<file path="src/sv/pfm_pkg.sv">
// shared types, widths and constants of the perspective forward map
package pfm_pkg;
	localparam int CoordW = 12;
	localparam int PixW = 24;
	localparam int CoefW = 32;
	localparam int ProdW = CoefW + CoordW + 1;
	localparam int SumW = ProdW + 2;
	localparam int NumW = SumW + 16;
	localparam int DenW = SumW + 1;
	localparam int QuoW = CoordW + 1;
	localparam int DivStages = QuoW + 1;
	localparam int FrontStages = 3;
	localparam int Latency = FrontStages + DivStages;
	localparam int DefOutRows = 1024;
	localparam int DefOutCols = 1024;

	localparam logic [2:0] RegH00 = 3'd0;
	localparam logic [2:0] RegH01 = 3'd1;
	localparam logic [2:0] RegH02 = 3'd2;
	localparam logic [2:0] RegH10 = 3'd3;
	localparam logic [2:0] RegH11 = 3'd4;
	localparam logic [2:0] RegH12 = 3'd5;
	localparam logic [2:0] RegH20 = 3'd6;
	localparam logic [2:0] RegH21 = 3'd7;

	typedef struct packed {
		logic signed [CoefW-1:0] h00;
		logic signed [CoefW-1:0] h01;
		logic signed [CoefW-1:0] h02;
		logic signed [CoefW-1:0] h10;
		logic signed [CoefW-1:0] h11;
		logic signed [CoefW-1:0] h12;
		logic signed [CoefW-1:0] h20;
		logic signed [CoefW-1:0] h21;
	} coef_t;

	typedef struct packed {
		logic [NumW-1:0] num_r;
		logic [NumW-1:0] num_c;
		logic [DenW-1:0] den;
		logic            neg_r;
		logic            neg_c;
		logic            w_zero;
	} frac_t;

	typedef struct packed {
		logic            valid;
		logic [PixW-1:0] pixel;
	} side_t;
endpackage

</file>
<file path="src/sv/pfm_div.sv">
// pipelined restoring divider, one quotient bit per stage with range check
module pfm_div (
	input  logic                       clk,
	input  logic                       en,
	input  logic [pfm_pkg::NumW-1:0]   num,
	input  logic [pfm_pkg::DenW-1:0]   den,
	input  logic                       neg,
	output logic [pfm_pkg::QuoW-1:0]   quo,
	output logic                       ovf,
	output logic                       neg_out
);
	import pfm_pkg::*;

	logic [NumW-1:0] rem_s [QuoW+1];
	logic [DenW-1:0] den_s [QuoW+1];
	logic [QuoW-1:0] quo_s [QuoW+1];
	logic            neg_s [QuoW+1];
	logic            ovf_s [QuoW+1];

	always_ff @(posedge clk) begin
		if (en) begin
			rem_s[0] <= num;
			den_s[0] <= den;
			quo_s[0] <= '0;
			neg_s[0] <= neg;
			ovf_s[0] <= num >= (NumW'(den) << QuoW);
		end
	end

	for (genvar i = 1; i <= QuoW; i++) begin : g_step
		localparam int K = QuoW - i;
		logic [NumW-1:0] sh;
		logic            ge;
		assign sh = NumW'(den_s[i-1]) << K;
		assign ge = rem_s[i-1] >= sh;
		always_ff @(posedge clk) begin
			if (en) begin
				rem_s[i] <= ge ? rem_s[i-1] - sh : rem_s[i-1];
				den_s[i] <= den_s[i-1];
				quo_s[i] <= quo_s[i-1] | (QuoW'(ge) << K);
				neg_s[i] <= neg_s[i-1];
				ovf_s[i] <= ovf_s[i-1];
			end
		end
	end

	assign quo = quo_s[QuoW];
	assign ovf = ovf_s[QuoW];
	assign neg_out = neg_s[QuoW];
endmodule

</file>
<file path="config.mk">
export PLATFORM = sky130hd
export DESIGN_NAME = pfm_div
export DESIGN_NICKNAME = d
export VERILOG_FILES = /design/src/sv/pfm_pkg.sv /design/src/sv/pfm_div.sv
export SDC_FILE = /design/constraint.sdc
export NUM_CORES = 2
export LEC_CHECK = 0
export BUFFER_PORTS_ARGS = -buffer_cell sky130_fd_sc_hd__buf_2
export CORE_ASPECT_RATIO = 1.5
export CORE_MARGIN = 4
export CORE_UTILIZATION = 35
export CTS_CLUSTER_SIZE = 14
export DETAILED_ROUTE_END_ITERATION = 8
export PLACE_DENSITY = 0.56
export SETUP_SLACK_MARGIN = 0.3
export SYNTH_ARGS = -nofsm -noshare
export SYNTH_HDL_FRONTEND = slang
export SYNTH_SLANG_ARGS = --single-unit
</file>
<file path="constraint.sdc">
create_clock -name clk -period 10.43 [get_ports clk]
set_input_delay 1.043 -clock clk [delete_from_list [all_inputs] [get_ports clk]]
set_output_delay 1.043 -clock clk [all_outputs]
set_load 0.005 [all_outputs]
</file>
; ---- Yosys cells after proc, flatten, opt, wreduce, memory -nomap -nowiden
; Memory sizes are Yosys's and may differ from the RTL's.
; Index checks and enable logic that the tools add are counted.
[classes]
muxes = 15
n_addsub = 13
n_bitwise = 13
magnitude_cmp = 14
[op_table]
columns = cell, n
row1 = $mux W63, 13
row2 = $ge A63 B48 Y1, 1
row3 = $ge A63 B49 Y1, 1
row4 = $ge A63 B50 Y1, 1
row5 = $ge A63 B51 Y1, 1
row6 = $ge A63 B52 Y1, 1
row7 = $ge A63 B53 Y1, 1
row8 = $ge A63 B54 Y1, 1
row9 = $ge A63 B55 Y1, 1
row10 = $ge A63 B56 Y1, 1
row11 = $ge A63 B57 Y1, 1
row12 = $ge A63 B58 Y1, 1
row13 = $ge A63 B59 Y1, 1
row14 = $ge A63 B60 Y1, 1
row15 = $ge A63 B61 Y1, 1
row16 = $sub A63 B48 Y63, 1
row17 = $sub A63 B49 Y63, 1
row18 = $sub A63 B50 Y63, 1
row19 = $sub A63 B51 Y63, 1
row20 = $sub A63 B52 Y63, 1
row21 = $sub A63 B53 Y63, 1
row22 = $sub A63 B54 Y63, 1
row23 = $sub A63 B55 Y63, 1
row24 = $sub A63 B56 Y63, 1
row25 = 18 further kinds, 19
[word_totals]
ramBits = 1764
output_inout_bits = 15
n_memories = 5
register_bits = 0
input_bits = 114
[mem_list]
columns = memory, depth, width, read_ports, rd_ports_with_merged_regs, write_ports, line_no
row1 = rem_s, 14, 63, 13, 0, 14, pfm_div.sv:14  ; logic [NumW-1:0] rem_s [QuoW+1];
row2 = den_s, 14, 48, 13, 0, 14, pfm_div.sv:15  ; logic [DenW-1:0] den_s [QuoW+1];
row3 = quo_s, 14, 13, 14, 0, 14, pfm_div.sv:16  ; logic [QuoW-1:0] quo_s [QuoW+1];
row4 = neg_s, 14, 1, 14, 0, 14, pfm_div.sv:17  ; logic neg_s [QuoW+1];
row5 = ovf_s, 14, 1, 14, 0, 14, pfm_div.sv:18  ; logic ovf_s [QuoW+1];

; ---- Depth between registers and ports, before layout
; An unclocked memory read counts as a cell.
[depth]
ltp_word = 3
depth_mapped = 17
depth_no_buf = 16

; ---- Worst setup path before layout
; No wires, ideal clock.
[synth_path]
path_kind = flip-flop to flip-flop
start = memory rem_s[1][4] (netlist name)
end = memory rem_s[1][121] (netlist name), data pin
period_less_slack_ps = 3717
path_slack_ps = 6713
required_ps = 10168
setup_ps = 262
t_arrival_ps = 3455
path_stages_with_launch = 16
path_buffers = 0
cell_sequence = edfxtp_1 inv_1 ha_1 inv_1 fa_1 a21o_1 a221oi_2 a211oi_1 o41a_1 or4b_1 a31oi_2 nor3_2 a21o_1 and4b_1 nor3_2 xor2_1
[synth_rtl]
columns = element, line_no
row1 = "start, declared", pfm_div.sv:14

==> summary.md <==
| Metric | Value |
|---|---|
| First-pass GRT wire length | 391000 µm |
| Wirelength per Cell | roughly 20 µm |
| Part of the power in registers | between 30% and 40% |
| Period utilization | 50.2% |
| Syn Nets | between 9000 and 10000 |
| IO Port Bufs | ~130 |
| Most frequent cells in the layout | 1562 x edfxtp_1, 927 x a21oi_1, 827 x inv_1, 696 x nand2_1, 672 x ha_1 |
| Crit-path slowest cell | a2111oi_0 |
| DIE AREA | around 270000 µm² |
| Number of vias per cell | 5.23 |
| Antenna violations before repair | 4 |
| Comb power frac | between 40% and 50% |
| DP Wirelength | just over 200000 µm |
| FFs w/ async S/R, synth | 0% |
| Slew Limit Fails | 0 |
| Routed Antenna Nets | 0 |
| Tot Pwr | between 20 and 30 mW |
| Cells after Synth | around 9000 |
| Synthesis-to-finish area growth | 10.5% |
| CTS hold repair buffers | 0 |
| Final #Nets | 9803 |
| CORE AREA | 264000 µm² |
| Netlist cell types | 96 |
| Share of layout cells above drive strength 1 | 6.55% |
| Via count | approximately 66000 |
| Num CTS Buffers | between 150 and 200 |
| Critical path class | reg2reg |
| F_max | about 190 MHz |
| Initial Util | approximately a third |
| Clock sink total | about 1600 |
| Vias in the first global route | about 70000 |
| GRT overflow | 0 |
| Post-CTS setup buffer count | 0 |
| TNS Setup | 0 ns |
| Most common cell after layout, fill and taps aside | edfxtp_1 |
| Placement Rows | between 200 and 250 |
| Crit path largest cell delay | around 1.2 ns |
| CTS tree | done |
| Resized Gates After CTS | 0 |
| Clock Path Buffers | 4 |
| Final min period | ~5.2 ns |
| Worst-path fanout max | 4 |
| Pre-antenna DRT Iters | 8 |
| Slew margin rel. | about an eighth |
| Final Hold Viols | 0 |
| MaxCap Viol Count | 0 |
| Synthesized area per cell | slightly above 10 µm² |
| Leak | just over 40 nW |
| Worst path bufs/invs | 1 |
| Reported net switching power | about 11 mW |
| YS warnings | 0 |
| Req. time, crit path | 10.95 ns |
| RSZ-0062 raised after global routing | no |
| Least-Margin Pin Slew | 1.29 ns |
| Sequential cell area fraction in the yosys report | 50.4% |
| GP Congestion | about 0.95 |
| Number of H-tree levels | 4 |
| Crit-path leading delay family | compound AO/OA/AOI/OAI gates |
| Worst setup EP type | register |
| Later-pin clock latency in the skew report | about 0.84 ns |
| Initial DRC Count | between 3000 and 4000 |
| Worst Hold Class | in2reg |
| WL final | approximately 250000 µm |
| Largest net degree at the start of global routing | between 150 and 200 |
| P per Cell Area | about 280 nW/µm² |
| GRT Total Usage | a little under a fifth |
| Yosys reg bits | ~1600 |
| Root Driver | clkbuf_16 |
| Endpoints failing setup | 0 |
| IR drop worst, VDD | around 0.13 mV |
| Pint | 17.7 mW |
| Top_reg_cell synth | edfxtp_1 |
| Worst Skew | 0.0638 ns |
| Die X | 429 µm |
| Top cell by count, worst path | a2111oi_0 |
| Switch share | between 30% and 40% |
| Sequence of cells on the critical path | inv_1 -> ha_1 -> nand3_1 -> o21bai_1 -> a21oi_1 -> o2111ai_1 -> a211oi_1 -> o211ai_1 -> a2111oi_0 -> o21ai_0 -> nor2_1 -> a2111oi_0 -> xor2_1 |
| Crit path DAT | around 5.8 ns |
| Synth Cell Area | 93100 µm² |
| Post-synth EDFFs | 1562 |
| DRC Markers | 0 |
| Io pins | ~130 |
| Run status | complete, no violations |
| Chip height | 640 µm |
| CTS clock-pin slew for the worst setup and hold paths | ~0.060 ns |
| Clock Power Share | 20.8% |
| CP startpoint kind | register |
[synthesized netlist by cell type, types with 86 or more instances]
library cell / number / area [µm²]
a21o_1: 318 / 2390
o21ai_0: 566 / 2830
nand3_1: 144 / 721
nand4_1: 202 / 1260
edfxtp_1: 1562 / 46900
a21oi_1: 929 / 4650
nor4_1: 89 / 557
xor2_1: 269 / 2360
nand2_1: 697 / 2620
a31oi_1: 86 / 538
inv_1: 827 / 3100
clkbuf_1: 266 / 998
nor2_1: 648 / 2430
nor2b_1: 100 / 626
ha_1: 672 / 8410
nand2b_1: 93 / 582
o21bai_1: 111 / 833
xnor2_1: 355 / 3110
nor3_1: 112 / 561
[path summary, 6_finish.rpt]
kind / startpoint / endpoint / slack [ns] / depth (start not counted)
setup / recovery: den_s[0][3] / rem_s[0][124] / 5.19 / 13
hold / removal: neg / neg_s[0][0] / 0.39 / 1
setup reg to reg: den_s[0][3] / rem_s[0][124] / 5.19 / 13
hold reg to reg: quo_s[11][7] / quo_s[12][7] / 0.41 / 0
[per-layer routing]
layer  share of wire (%)  routed length (µm)  GRT usage, %  vias to the layer above
li1                    -                   -             -                    32900
met1                  34               86900          16.9                    31000
met2                  55              139000          36.1                     1507
met3                 2.8                7110          1.86                      704
met4                 8.6               21900          13.4                        0
met5                   0                   0             0                        -
[cells by family (layout without fill, tap and decap cells)]
logic type | count (synthesis) | after routing | share of synthesized area [%]
compound gates | 2481 | 2481 | 16.3
simple gates | 2379 | 2379 | 12.4
flops | 1562 | 1562 | 50.4
buf+inv | 1171 | 1312 | 4.80
fa+ha+maj | 684 | 684 | 9.29
xor+xnor | 624 | 624 | 5.87
mux | 88 | 88 | 1.06
other cells | 0 | 1 | 0
[per-stage QoR]
stage	instance area [µm²]	util, %	setup slack [ns]	hold slack (ns)	instances
after floorplan	93100	-	6.71	0.400	8989
after global placement	97400	36.8	5.25	0.401	12300
after detailed placement	97400	36.8	5.21	0.405	12300
after CTS	103000	38.9	5.15	0.307	12600
after global routing	103000	38.9	5.00	0.339	12600
final	103000	38.9	5.19	0.386	12600
[power groups by stage]
stage / registers, mW / clock network [mW] / logic (mW)
finish: 10.0 / 5.98 / 12.7
global route: 10.2 / 6.45 / 14.1
CTS: 10.0 / 6.22 / 12.7
detailed placement: 10.2 / 0 / 12.7
global placement: 10.2 / 0 / 12.6
floorplan: 9.72 / 0 / 9.35
[flip-flops by register name, summed over array words and instances (netlist names)]
register and count:
rem_s 819, den_s 624, quo_s 91, neg_s 14, ovf_s 14
[cell type report]
class | count | area [µm²]
fill | 25800 | 162000
sequential | 1562 | 46900
multi-input combinational | 6256 | 41900
clock buffer | 218 | 4670
tap | 3495 | 4370
inverter | 828 | 3110
timing repair buffer | 180 | 1150
clock inverter | 86 | 776
antenna | 1 | 2.50
(Power assumes the default switching activity.)
